--- config.mk ---
export PLATFORM = sky130hd
export DESIGN_NAME = time_message_to_calendar
export DESIGN_NICKNAME = d
export VERILOG_FILES = /design/src/sv/tmcal_pkg.sv /design/src/sv/time_message_to_calendar.sv
export VERILOG_INCLUDE_DIRS = /design/src /design/src/sv
export SDC_FILE = /design/constraint.sdc
export NUM_CORES = 2
export LEC_CHECK = 0
export ABC_CLOCK_PERIOD_IN_PS = 13300
export BUFFER_PORTS_ARGS = -buffer_cell sky130_fd_sc_hd__buf_2
export CAP_MARGIN = 20
export CORE_ASPECT_RATIO = 0.75
export CORE_UTILIZATION = 45
export DETAILED_ROUTE_END_ITERATION = 16
export SLEW_MARGIN = 30
export SYNTH_ARGS = -nofsm -noshare
export SYNTH_HDL_FRONTEND = slang
export SYNTH_SLANG_ARGS = --single-unit
--- constraint.sdc ---
create_clock -name clk -period 13.3 [get_ports clk]
set_input_delay 0 -clock clk [delete_from_list [all_inputs] [get_ports clk]]
set_output_delay 0 -clock clk [all_outputs]
set_load 0.03 [all_outputs]
--- src/sv/time_message_to_calendar_assert.svh ---
// ----------------------------------------------------------------------------
// Time message to calendar: assertion macros
// Shared concurrent assertion forms, clocked on clk and held off during rst.
// ----------------------------------------------------------------------------
`ifndef TIME_MESSAGE_TO_CALENDAR_ASSERT_SVH
`define TIME_MESSAGE_TO_CALENDAR_ASSERT_SVH

// Consequent must hold in the same cycle as the antecedent.
`define TMC_ASSERT_IMPLY(lbl, ante, cons, msg) \
  lbl: assert property (@(posedge clk) disable iff (rst) (ante) |-> (cons)) \
    else $error(msg);

// Consequent must hold in the cycle after the antecedent.
`define TMC_ASSERT_NEXT(lbl, ante, cons, msg) \
  lbl: assert property (@(posedge clk) disable iff (rst) (ante) |=> (cons)) \
    else $error(msg);

`endif

--- src/sv/tmcal_pkg.sv ---
// ----------------------------------------------------------------------------
// Time message to calendar: shared package
// Descrambling word, epoch offset, reciprocal constants for the division
// stages, status codes and the flag bundle carried down the pipeline.
// ----------------------------------------------------------------------------
`timescale 1ns / 1ps

package tmcal_pkg;

  // Message descrambling and time base.
  localparam logic [39:0] SCRAMBLE_WORD   = 40'h0A47554D2B;
  localparam logic [31:0] EPOCH_2000_UNIX = 32'd946684800;

  // Unix seconds divided by 128 leaves a divide by 675 for the day count.
  localparam logic [25:0] RECIP_675 = 26'd50903316;
  localparam int          SH_675    = 35;
  localparam logic [24:0] DIV_675   = 25'd675;
  localparam logic [10:0] DIV_675_S = 11'd675;

  // Divide by 15 (used for /60 after dropping two bits).
  localparam logic [15:0] RECIP_15 = 16'd34953;
  localparam int          SH_15    = 19;

  // Divide by 7 for the weekday.
  localparam logic [16:0] RECIP_7 = 17'd74899;
  localparam int          SH_7    = 19;

  // Divide by 365, short operand (doe / 1460) and long operand (yoe).
  localparam logic [15:0] RECIP_365_S = 16'd45965;
  localparam int          SH_365_S    = 24;
  localparam logic [17:0] RECIP_365_L = 18'd183860;
  localparam int          SH_365_L    = 26;

  // Divide by 153 for the March-based month index.
  localparam logic [12:0] RECIP_153 = 13'd6854;
  localparam int          SH_153    = 20;

  // Era split: day counts below this lie in era 4, the rest in era 5.
  localparam logic [15:0] ERA5_FIRST_DAY  = 16'd11017;
  localparam logic [17:0] ERA4_DOE_OFFSET = 18'd135080;

  // Century boundaries inside a 400-year era, in days.
  localparam logic [17:0] DOE_CENT1 = 18'd36524;
  localparam logic [17:0] DOE_CENT2 = 18'd73048;
  localparam logic [17:0] DOE_CENT3 = 18'd109572;
  localparam logic [17:0] DOE_LAST  = 18'd146096;

  // Time-zone offsets in hours.
  localparam logic [1:0] TZ_UTC  = 2'd0;
  localparam logic [1:0] TZ_PLUS1 = 2'd1;
  localparam logic [1:0] TZ_PLUS2 = 2'd2;
  localparam logic [1:0] TZ_PLUS3 = 2'd3;

  // Leap-second status codes.
  localparam logic [1:0] LEAP_NONE   = 2'd0;
  localparam logic [1:0] LEAP_INSERT = 2'd1;
  localparam logic [1:0] LEAP_REMOVE = 2'd2;

  // Status flags decoded from the low seven message bits.
  typedef struct packed {
    logic [1:0] tz_offset_hours;
    logic       summer_time;
    logic       zone_change_announced;
    logic [1:0] leap_second_status;
    logic [1:0] transmitter_state;
  } flags_t;

  // Time of day fields carried alongside the date path.
  typedef struct packed {
    logic [4:0] hour;
    logic [5:0] minute;
    logic [5:0] second;
    logic [2:0] weekday;
  } tod_t;

  // First day of each March-based month within the year.
  function automatic logic [8:0] month_start(input logic [3:0] mp);
    logic [8:0] s;
    case (mp)
      4'd0:    s = 9'd0;
      4'd1:    s = 9'd31;
      4'd2:    s = 9'd61;
      4'd3:    s = 9'd92;
      4'd4:    s = 9'd122;
      4'd5:    s = 9'd153;
      4'd6:    s = 9'd184;
      4'd7:    s = 9'd214;
      4'd8:    s = 9'd245;
      4'd9:    s = 9'd275;
      4'd10:   s = 9'd306;
      4'd11:   s = 9'd337;
      default: s = 9'd0;
    endcase
    return s;
  endfunction

endpackage

--- src/sv/time_message_to_calendar.sv ---
// ----------------------------------------------------------------------------
// Time message to calendar converter
// One beat per cycle while out_stall is low; out_stall holds the pipeline.
// Twelve register stages, each with its own valid bit; bubbles are squeezed.
// Synchronous active-high reset clears every valid bit; data is not reset.
// ----------------------------------------------------------------------------
`timescale 1ns / 1ps
`include "time_message_to_calendar_assert.svh"

module time_message_to_calendar (
  input  logic                clk,
  input  logic                rst,
  input  logic                in_valid,
  output logic                in_stall,
  input  logic [39:0]         scrambled_payload,
  output logic                out_valid,
  input  logic                out_stall,
  output logic [6:0]          year_of_century,
  output logic [3:0]          month,
  output logic [4:0]          day,
  output logic [4:0]          hour,
  output logic [5:0]          minute,
  output logic [5:0]          second,
  output logic [2:0]          weekday,
  output logic [1:0]          tz_offset_hours,
  output logic                summer_time,
  output logic                zone_change_announced,
  output logic [1:0]          leap_second_status,
  output logic [1:0]          transmitter_state
);
  import tmcal_pkg::*;

  // Per-stage valid bits and load enables.
  logic         v  [1:12];
  logic         en [1:12];
  flags_t       flg [1:12];
  tod_t         tod [7:12];

  // A stage loads when it is empty or when the stage after it loads.
  always_comb begin
    en[12] = !v[12] || !out_stall;
    for (int k = 11; k >= 1; k--) begin
      en[k] = !v[k] || en[k + 1];
    end
  end

  assign in_stall  = !en[1];
  assign out_valid = v[12];

  always_ff @(posedge clk) begin
    if (rst) begin
      for (int k = 1; k <= 12; k++) begin
        v[k] <= 1'b0;
      end
    end else begin
      if (en[1]) begin
        v[1] <= in_valid;
      end
      for (int k = 2; k <= 12; k++) begin
        if (en[k]) begin
          v[k] <= v[k - 1];
        end
      end
    end
  end

  // Stage 1: descramble, decode flags, form Unix seconds.
  logic [39:0] plain;
  logic [29:0] units;
  flags_t      flags_dec;
  logic [31:0] s1_unix;

  assign plain = scrambled_payload ^ SCRAMBLE_WORD;
  assign units = plain[36:7];

  always_comb begin
    case (plain[6:5])
      2'd1:    flags_dec.tz_offset_hours = TZ_PLUS2;
      2'd2:    flags_dec.tz_offset_hours = TZ_PLUS1;
      2'd3:    flags_dec.tz_offset_hours = TZ_PLUS3;
      default: flags_dec.tz_offset_hours = TZ_UTC;
    endcase
    flags_dec.summer_time           = (flags_dec.tz_offset_hours == TZ_PLUS2);
    flags_dec.zone_change_announced = plain[2];
    if (!plain[4]) begin
      flags_dec.leap_second_status = LEAP_NONE;
    end else if (plain[3]) begin
      flags_dec.leap_second_status = LEAP_INSERT;
    end else begin
      flags_dec.leap_second_status = LEAP_REMOVE;
    end
    flags_dec.transmitter_state = plain[1:0];
  end

  always_ff @(posedge clk) begin
    if (en[1]) begin
      s1_unix <= 32'({units, 1'b0}) + 32'(units) + EPOCH_2000_UNIX;
    end
  end

  // Flag bundle enters at stage 1 and rides along with each beat.
  always_ff @(posedge clk) begin
    if (en[1]) begin
      flg[1] <= flags_dec;
    end
    for (int k = 2; k <= 12; k++) begin
      if (en[k]) begin
        flg[k] <= flg[k - 1];
      end
    end
  end

  // Stage 2: estimate the day count from seconds / 128 times 1/675.
  logic [50:0] prod_675;
  logic [31:0] s2_unix;
  logic [15:0] s2_q0;

  assign prod_675 = 51'(s1_unix[31:7]) * 51'(RECIP_675);

  always_ff @(posedge clk) begin
    if (en[2]) begin
      s2_unix <= s1_unix;
      s2_q0   <= prod_675[SH_675 +: 16];
    end
  end

  // Stage 3: remainder of the estimate, below twice the divisor.
  logic [24:0] rem_full;
  logic [6:0]  s3_low7;
  logic [15:0] s3_q0;
  logic [10:0] s3_r0;

  assign rem_full = s2_unix[31:7] - 25'(s2_q0) * DIV_675;

  always_ff @(posedge clk) begin
    if (en[3]) begin
      s3_low7 <= s2_unix[6:0];
      s3_q0   <= s2_q0;
      s3_r0   <= rem_full[10:0];
    end
  end

  // Stage 4: correct the estimate; split into day count and second of day.
  logic        rem_over;
  logic [10:0] rem_fix;
  logic [15:0] s4_days;
  logic [16:0] s4_sod;

  assign rem_over = (s3_r0 >= DIV_675_S);
  assign rem_fix  = rem_over ? (s3_r0 - DIV_675_S) : s3_r0;

  always_ff @(posedge clk) begin
    if (en[4]) begin
      s4_days <= s3_q0 + 16'(rem_over);
      s4_sod  <= {rem_fix[9:0], s3_low7};
    end
  end

  // Stage 5: day of era, minutes of day, weekday quotient.
  logic [30:0] prod_min;
  logic [16:0] x7;
  logic [33:0] prod_wd;
  logic [17:0] doe_next;
  logic [17:0] s5_doe;
  logic [16:0] s5_sod;
  logic [10:0] s5_mins;
  logic [16:0] s5_x7;
  logic [12:0] s5_q7;

  assign prod_min = 31'(s4_sod[16:2]) * 31'(RECIP_15);
  assign x7       = 17'(s4_days) + 17'd3;
  assign prod_wd  = 34'(x7) * 34'(RECIP_7);
  assign doe_next = (s4_days >= ERA5_FIRST_DAY) ? 18'(s4_days - ERA5_FIRST_DAY)
                                                : 18'(s4_days) + ERA4_DOE_OFFSET;

  always_ff @(posedge clk) begin
    if (en[5]) begin
      s5_doe  <= doe_next;
      s5_sod  <= s4_sod;
      s5_mins <= prod_min[SH_15 +: 11];
      s5_x7   <= x7;
      s5_q7   <= prod_wd[SH_7 +: 13];
    end
  end

  // Stage 6: leap corrections of the era, seconds, hours, weekday.
  logic [24:0] prod_hr;
  logic [31:0] prod_1460;
  logic [16:0] sec_full;
  logic [16:0] wd_full;
  logic [17:0] s6_doe;
  logic [6:0]  s6_d1460;
  logic [2:0]  s6_cent;
  logic        s6_last;
  logic [10:0] s6_mins;
  logic [4:0]  s6_hour;
  logic [5:0]  s6_sec;
  logic [2:0]  s6_wd;

  assign prod_hr   = 25'(s5_mins[10:2]) * 25'(RECIP_15);
  assign prod_1460 = 32'(s5_doe[17:2]) * 32'(RECIP_365_S);
  assign sec_full  = s5_sod - 17'(s5_mins) * 17'd60;
  assign wd_full   = s5_x7 - 17'(s5_q7) * 17'd7;

  always_ff @(posedge clk) begin
    if (en[6]) begin
      s6_doe   <= s5_doe;
      s6_d1460 <= prod_1460[SH_365_S +: 7];
      s6_cent  <= 3'(s5_doe >= DOE_CENT1) + 3'(s5_doe >= DOE_CENT2)
                + 3'(s5_doe >= DOE_CENT3) + 3'(s5_doe >= DOE_LAST);
      s6_last  <= (s5_doe == DOE_LAST);
      s6_mins  <= s5_mins;
      s6_hour  <= prod_hr[SH_15 +: 5];
      s6_sec   <= sec_full[5:0];
      s6_wd    <= wd_full[2:0] + 3'd1;
    end
  end

  // Stage 7: leap-adjusted day of era; minute of hour.
  logic [10:0] min_full;
  logic [17:0] s7_doe;
  logic [17:0] s7_t;

  assign min_full = s6_mins - 11'(s6_hour) * 11'd60;

  always_ff @(posedge clk) begin
    if (en[7]) begin
      s7_doe <= s6_doe;
      s7_t   <= s6_doe - 18'(s6_d1460) + 18'(s6_cent) - 18'(s6_last);
    end
  end

  // Time of day enters at stage 7 and rides along with the date path.
  always_ff @(posedge clk) begin
    if (en[7]) begin
      tod[7].hour    <= s6_hour;
      tod[7].minute  <= min_full[5:0];
      tod[7].second  <= s6_sec;
      tod[7].weekday <= s6_wd;
    end
    for (int k = 8; k <= 12; k++) begin
      if (en[k]) begin
        tod[k] <= tod[k - 1];
      end
    end
  end

  // Stage 8: year of era.
  logic [35:0] prod_yoe;
  logic [17:0] s8_doe;
  logic [8:0]  s8_yoe;

  assign prod_yoe = 36'(s7_t) * 36'(RECIP_365_L);

  always_ff @(posedge clk) begin
    if (en[8]) begin
      s8_doe <= s7_doe;
      s8_yoe <= prod_yoe[SH_365_L +: 9];
    end
  end

  // Stage 9: day of March-based year.
  logic [1:0]  yoe_cent;
  logic [17:0] year_days;
  logic [17:0] doy_full;
  logic [8:0]  s9_yoe;
  logic [8:0]  s9_doy;

  assign yoe_cent  = 2'(s8_yoe >= 9'd100) + 2'(s8_yoe >= 9'd200) + 2'(s8_yoe >= 9'd300);
  assign year_days = 18'(s8_yoe) * 18'd365 + 18'(s8_yoe[8:2]) - 18'(yoe_cent);
  assign doy_full  = s8_doe - year_days;

  always_ff @(posedge clk) begin
    if (en[9]) begin
      s9_yoe <= s8_yoe;
      s9_doy <= doy_full[8:0];
    end
  end

  // Stage 10: March-based month index.
  logic [10:0] mp_num;
  logic [23:0] prod_mp;
  logic [8:0]  s10_yoe;
  logic [8:0]  s10_doy;
  logic [3:0]  s10_mp;

  assign mp_num  = 11'(s9_doy) * 11'd5 + 11'd2;
  assign prod_mp = 24'(mp_num) * 24'(RECIP_153);

  always_ff @(posedge clk) begin
    if (en[10]) begin
      s10_yoe <= s9_yoe;
      s10_doy <= s9_doy;
      s10_mp  <= prod_mp[SH_153 +: 4];
    end
  end

  // Stage 11: day, month, and year within the era with January roll.
  logic       jan_feb;
  logic [8:0] dom_full;
  logic [3:0] s11_month;
  logic [4:0] s11_day;
  logic [8:0] s11_yc;

  assign jan_feb  = (s10_mp >= 4'd10);
  assign dom_full = s10_doy - month_start(s10_mp) + 9'd1;

  always_ff @(posedge clk) begin
    if (en[11]) begin
      s11_month <= jan_feb ? (s10_mp - 4'd9) : (s10_mp + 4'd3);
      s11_day   <= dom_full[4:0];
      s11_yc    <= s10_yoe + 9'(jan_feb);
    end
  end

  // Stage 12: year modulo 100 into the output register.
  logic [8:0] yc_mod;

  always_comb begin
    if (s11_yc >= 9'd400) begin
      yc_mod = s11_yc - 9'd400;
    end else if (s11_yc >= 9'd300) begin
      yc_mod = s11_yc - 9'd300;
    end else if (s11_yc >= 9'd200) begin
      yc_mod = s11_yc - 9'd200;
    end else if (s11_yc >= 9'd100) begin
      yc_mod = s11_yc - 9'd100;
    end else begin
      yc_mod = s11_yc;
    end
  end

  always_ff @(posedge clk) begin
    if (en[12]) begin
      year_of_century <= yc_mod[6:0];
      month           <= s11_month;
      day             <= s11_day;
    end
  end

  // Output fields from the last stage.
  assign hour                  = tod[12].hour;
  assign minute                = tod[12].minute;
  assign second                = tod[12].second;
  assign weekday               = tod[12].weekday;
  assign tz_offset_hours       = flg[12].tz_offset_hours;
  assign summer_time           = flg[12].summer_time;
  assign zone_change_announced = flg[12].zone_change_announced;
  assign leap_second_status    = flg[12].leap_second_status;
  assign transmitter_state     = flg[12].transmitter_state;

  // Checks on the pipeline control and the converted fields.
  `TMC_ASSERT_IMPLY(a_stall_full, in_stall, v[1] && v[6] && v[11] && v[12], "input stalled with a bubble in the pipeline")
  `TMC_ASSERT_IMPLY(a_date_range, out_valid, month >= 4'd1 && month <= 4'd12 && day >= 5'd1 && day <= 5'd31 && year_of_century <= 7'd99, "date field out of range")
  `TMC_ASSERT_IMPLY(a_time_range, out_valid, hour <= 5'd23 && minute <= 6'd59 && second <= 6'd59 && weekday >= 3'd1, "time field out of range")
  `TMC_ASSERT_NEXT(a_out_fill, in_valid && !in_stall && !v[12], v[1], "accepted beat did not enter the pipeline")

endmodule
**After elaboration in Yosys (flattened, before gate mapping)**

Memories as Yosys holds them, arrays and structs flattened. A register that Yosys moved wholly into a read port is not among the register bits.
Cells that the tools add are included.
Widths: inputs -> output; s select.

- Bits in registers: 348
- Bits in writable memories: 228
- Memory bits (read-only): 144
- Input port bits: 44
- Output and inout bits: 46
- Word-level logic and storage cells: 217
- Memories: 4

Memories:

| name | words | bits a word | read ports | clocked after memory_dff | write ports | RTL line | source |
|---|---|---|---|---|---|---|---|
| (name not given) | 16 | 9 | 1 | 1 | 0 | tmcal_pkg.sv:79 | `case (mp)` |
| tod | 6 | 20 | 6 | 0 | 6 | time_message_to_calendar.sv:37 | `tod_t tod [7:12];` |
| flg | 12 | 8 | 12 | 0 | 12 | time_message_to_calendar.sv:36 | `flags_t flg [1:12];` |
| v | 12 | 1 | 12 | 0 | 12 | time_message_to_calendar.sv:34 | `logic v [1:12];` |

- Add/subtract/negate cells: 33
- Multiply operators: 13
- Order comparisons: 14
- Equal/unequal tests: 5
- Muxes and demuxes: 73
- Bitwise operators: 13
- Reduce and logical (&&, ||, !) cells: 26

Operator list:

| kind | number |
|---|---|
| $mux 1 | 62 |
| $mul 25x24->49 const B | 1 |
| $ge 18x17->1 const B | 2 |
| $mul 18x16->33 const B | 1 |
| $add 31x30->32 | 1 |
| $add 32x30->32 const B | 1 |
| $mul 17x17->32 const B | 1 |
| $mul 16x16->31 const B | 1 |
| $mul 15x16->30 const B | 1 |
| $mux 7 | 4 |
| $ge 9x9->1 const B | 3 |
| $mul 9x16->24 const B | 1 |
| $mul 11x12->23 const B | 1 |
| $add 16x18->18 const B | 1 |
| $add 18x3->18 | 1 |
| $eq 18x18->1 const B | 1 |
| $ge 18x16->1 const B | 1 |
| $ge 18x18->1 const B | 1 |
| $ge 9x7->1 const B | 2 |
| $ge 9x8->1 const B | 2 |
| $mux 18 | 1 |
| $not 18->18 | 1 |
| $sub 18x1->18 | 1 |
| $sub 18x7->18 | 1 |
| other kinds (42) | 84 |

**Logic depth before layout (Yosys ltp)**

An unclocked memory read counts as a cell.

- Depth in word-level cells: 18
- Gate-level depth with buffers: 33
- Gate-level depth less buffers: 33

**Worst setup path before layout**

Ideal clock, no wire load.

- Path type: reg2reg
- Start point: reg s9_doy[1]
- End point: reg with a tool-made name
- Setup time: 0.117 ns
- Data arrival time: 6.985 ns
- Required time: 13.183 ns
- Slack: 6.198 ns
- Stages on the path, launching flop included: 31
- Buffers on the path: 0
- Clock period less this slack: 7.102 ns
- Cells stage by stage: edfxtp_1 > ha_1 > ha_1 > o211a_1 > o21a_1 > o21a_1 > o21a_1 > o21ai_0 > nand2b_1 > a21oi_1 > o21bai_1 > xor2_1 > ha_1 > inv_1 > fa_1 > fa_1 > fa_1 > fa_1 > inv_1 > ha_1 > o21ai_0 > a21oi_1 > o41ai_2 > nand2b_1 > nand2b_1 > a21oi_1 > xnor2_1 > mux2i_1 > ha_1 > or2_1 > a32o_1

RTL lines:

| item | RTL line | source |
|---|---|---|
| from (decl) | time_message_to_calendar.sv:267 | `logic [8:0] s9_doy;` |
| from (signal assigned) | time_message_to_calendar.sv:276 | `s9_doy <= doy_full[8:0];` |

==> reports/metrics.cfg <==
[run_status]
outcome = finished, final reports clean

[synth]
synth-edff-count = 566
syn_inst = 4248
synth_warnings = 0
synthFlopType = edfxtp_1
ys_seq_area_share_pct = 32.9
ys_ff_latch = 571
synth_cell_types = 79
avgSynthCellArea_um2 = 12.2
async_flop_share_pct = 0
netlist_area_um2 = 51900
synth_fp_nets = 5906

[final_layout]
diodes = 0
final_nets = 6054
syn_to_final_growth_pct = 8.55
final_cell_mix = ha_1 (1112), inv_1 (947), edfxtp_1 (566)
layout_commonest_cell = ha_1
final_layout_size_suffix_gt1_share_pct = 5.32

[sta]
fmaxAchievable_mhz = 129
min_period_over_period_pct = 58.5
worstMarginPinSlew_ns = 0.866
period_needed_ns = 7.78
hold_viol = 0
setup-violations-final = 0
drv_slew = 0
tns_ns = 0
rsz0062_at_grt = no
relSlewSlack_pct = 42.3
fin_skew_ns = 0.0422

[global_route]
grtUsageMet2_pct = 26.6
grt-ovfl-total = 0
first_global_vias = 30100
grt_pass1_wl_um = 159000
grtUsageTotal_pct = 17.1
grt_max_degree = 58
grtUsageMet1_pct = 25.6
antenna_found_initial = 6
grt_use_met3_pct = 2.28
grt-busiest-layer = met2

[placement]
gp_congestion = 0.816
dp_hpwl_um = 75100
io_buffers = 86

[critical_path]
crit_family = adder cells
cp_slowest_cell = fa_1
r2r-start = s9_doy[1]
path_class = reg2reg
crit_fanout = 6
startpoint_type = flop
cp-end-kind = flop
max_stage_delay_ns = 0.54
cp_num_buf_inv = 2
critPathArrivalTime_ns = 8.31
worst_r2r_path_depth = 30
worst_path_most_repeated_cell = ha_1
ff2ff_setup_slack_ns = 5.52
required_ns = 13.84

[routing]
drc = 0
drt_iter0_markers = 1204
drtAntennaViolNets = 0
wl_um = 95500
avgViaCountPerCell = 4.90
vias = 29200
dr.pass1.iters = 5
wire_per_inst_um = 16.0

[cts]
cts.sinks = 571
cts_tree = done
path_clk_slew_ns = 0.06
ctsResizeCount = 0
cts_buffers = 59
cts_root_buffer = clkbuf_16
holdBufCountCts = 24
cts_max_level = 2
cts_setup_buffers = 0
clk_latency_ns = 0.65
clock_path_buffers = 3

[floorplanning]
dieWidth_um = 394
io_pins = 90
start_util_pct = 45.6
die_area_um2 = 117000
std_cell_rows = 107
fp.dieH_um = 296
core_um2 = 114000

[hold_path]
worstHoldPathCells = 4
worstHoldStart = scrambled_payload[19]
hold_class = in2reg
hold_path_end = s1_unix[12]

[job]
max_cap_violations = 0

## metrics by stage
step | util, % | setup slack (ns) | cells | hold WS (ns) | area, um^2
floorplan | - | 6.20 | 4248 | 0.0989 | 51900
global placement | 47.6 | 5.62 | 5837 | 0.201 | 54200
detailed placement | 47.6 | 5.54 | 5837 | 0.203 | 54200
CTS | 49.5 | 5.49 | 5966 | 0.000992 | 56400
global route | 49.5 | 4.97 | 5966 | 0.0616 | 56400
finish | 49.5 | 5.52 | 5966 | 0.0444 | 56400
## worst max path at each step
stage | start | end | slack [ns] | cells past startpoint
after detailed placement | s9_doy[1] | flop | 5.54 | 30
after global routing | s9_doy[1] | flop | 4.97 | 30
final | s9_doy[1] | flop | 5.52 | 30
after CTS | s9_doy[1] | flop | 5.49 | 30
after global placement | s9_doy[1] | flop | 5.62 | 30
after floorplan | s9_doy[1] | flop | 6.20 | 30
## logic make-up after synthesis
kind of cell	Yosys count	synth area share, %
adders and majority gates	1614	46.1
buffers and inverters	1001	7.43
DFF	571	32.9
AOI/OAI and AO/OA	421	5.31
and+or+nand+nor	387	3.86
xor gates and xnor gates	241	4.07
muxes	13	0.260
## flip-flops by register name, indices dropped and copies added (netlist names), 11 cells and up, named ones only
signal	count
s3_q0	16
s1_unix	32
s4_days	16
s7_t	18
s4_sod	17
flg	96
s5_doe	18
s6_doe	18
s3_r0	11
tod	120
s2_unix	18
v	12
s5_mins	11
s2_q0	16
## Yosys cell counts, types with 5 or more instances
| cell | instances | area share [%] |
|---|---|---|
| a21o_1 | 62 | 0.90 |
| a21oi_1 | 131 | 1.3 |
| o31ai_1 | 9 | 0.13 |
| nand4_1 | 29 | 0.35 |
| inv_1 | 952 | 6.9 |
| nor2b_1 | 14 | 0.17 |
| nor2_1 | 75 | 0.54 |
| o21ai_1 | 15 | 0.14 |
| nor3b_1 | 9 | 0.13 |
| buf_4 | 26 | 0.38 |
| fa_1 | 502 | 19 |
| o211ai_1 | 12 | 0.17 |
| and2_1 | 11 | 0.13 |
| o22ai_1 | 5 | 0.060 |
| mux2i_1 | 9 | 0.17 |
| a31oi_1 | 8 | 0.096 |
| o21ai_0 | 56 | 0.54 |
| a21boi_0 | 5 | 0.072 |
| or3_1 | 9 | 0.11 |
| o21a_1 | 23 | 0.33 |
| nand2_1 | 87 | 0.63 |
| ha_1 | 1112 | 27 |
| o21bai_1 | 20 | 0.29 |
| nand2b_1 | 22 | 0.27 |
| a31o_2 | 5 | 0.084 |
| and3_1 | 14 | 0.17 |
| a211o_1 | 8 | 0.13 |
| a211oi_1 | 12 | 0.17 |
| nor3_1 | 28 | 0.27 |
| dfxtp_1 | 5 | 0.19 |
| clkbuf_1 | 15 | 0.11 |
| or2_2 | 9 | 0.11 |
| edfxtp_1 | 566 | 33 |
| xnor2_1 | 169 | 2.9 |
| xor2_1 | 72 | 1.2 |
| a41o_1 | 5 | 0.096 |
| nor4_1 | 9 | 0.11 |
| nand3_1 | 46 | 0.44 |
## per-layer routing
| metal | up-vias | share of wire [%] |
|---|---|---|
| met1 | 14200 | 52 |
| met3 | 81 | 3.7 |
| li1 | 14500 | - |
| met2 | 385 | 43 |
| met4 | 2 | 1.6 |
| met5 | - | 0.014 |
## worst reg2reg max path, delay by kind of cell, from the launching register on
family | cells | cell delay, ns
flops | 1 | 0.49
fa+ha+maj | 9 | 3.68
xor+xnor | 2 | 0.36
mux | 1 | 0.15
compound gates | 12 | 2.24
simple gates | 4 | 0.58
buf+inv | 2 | 0.15
## final cells by class
type	instances	area, um^2
Inverter	954	3580
Multi-Input combinational cell	2676	31000
Fill cell	10100	57600
Tap cell	1526	1910
Clock inverter	37	423
Clock buffer	68	1510
Sequential cell	571	17100
Timing Repair Buffer	134	851
Power is not shown: default switching activity piles up to over one toggle a cycle in this logic, so the estimate is an artifact.
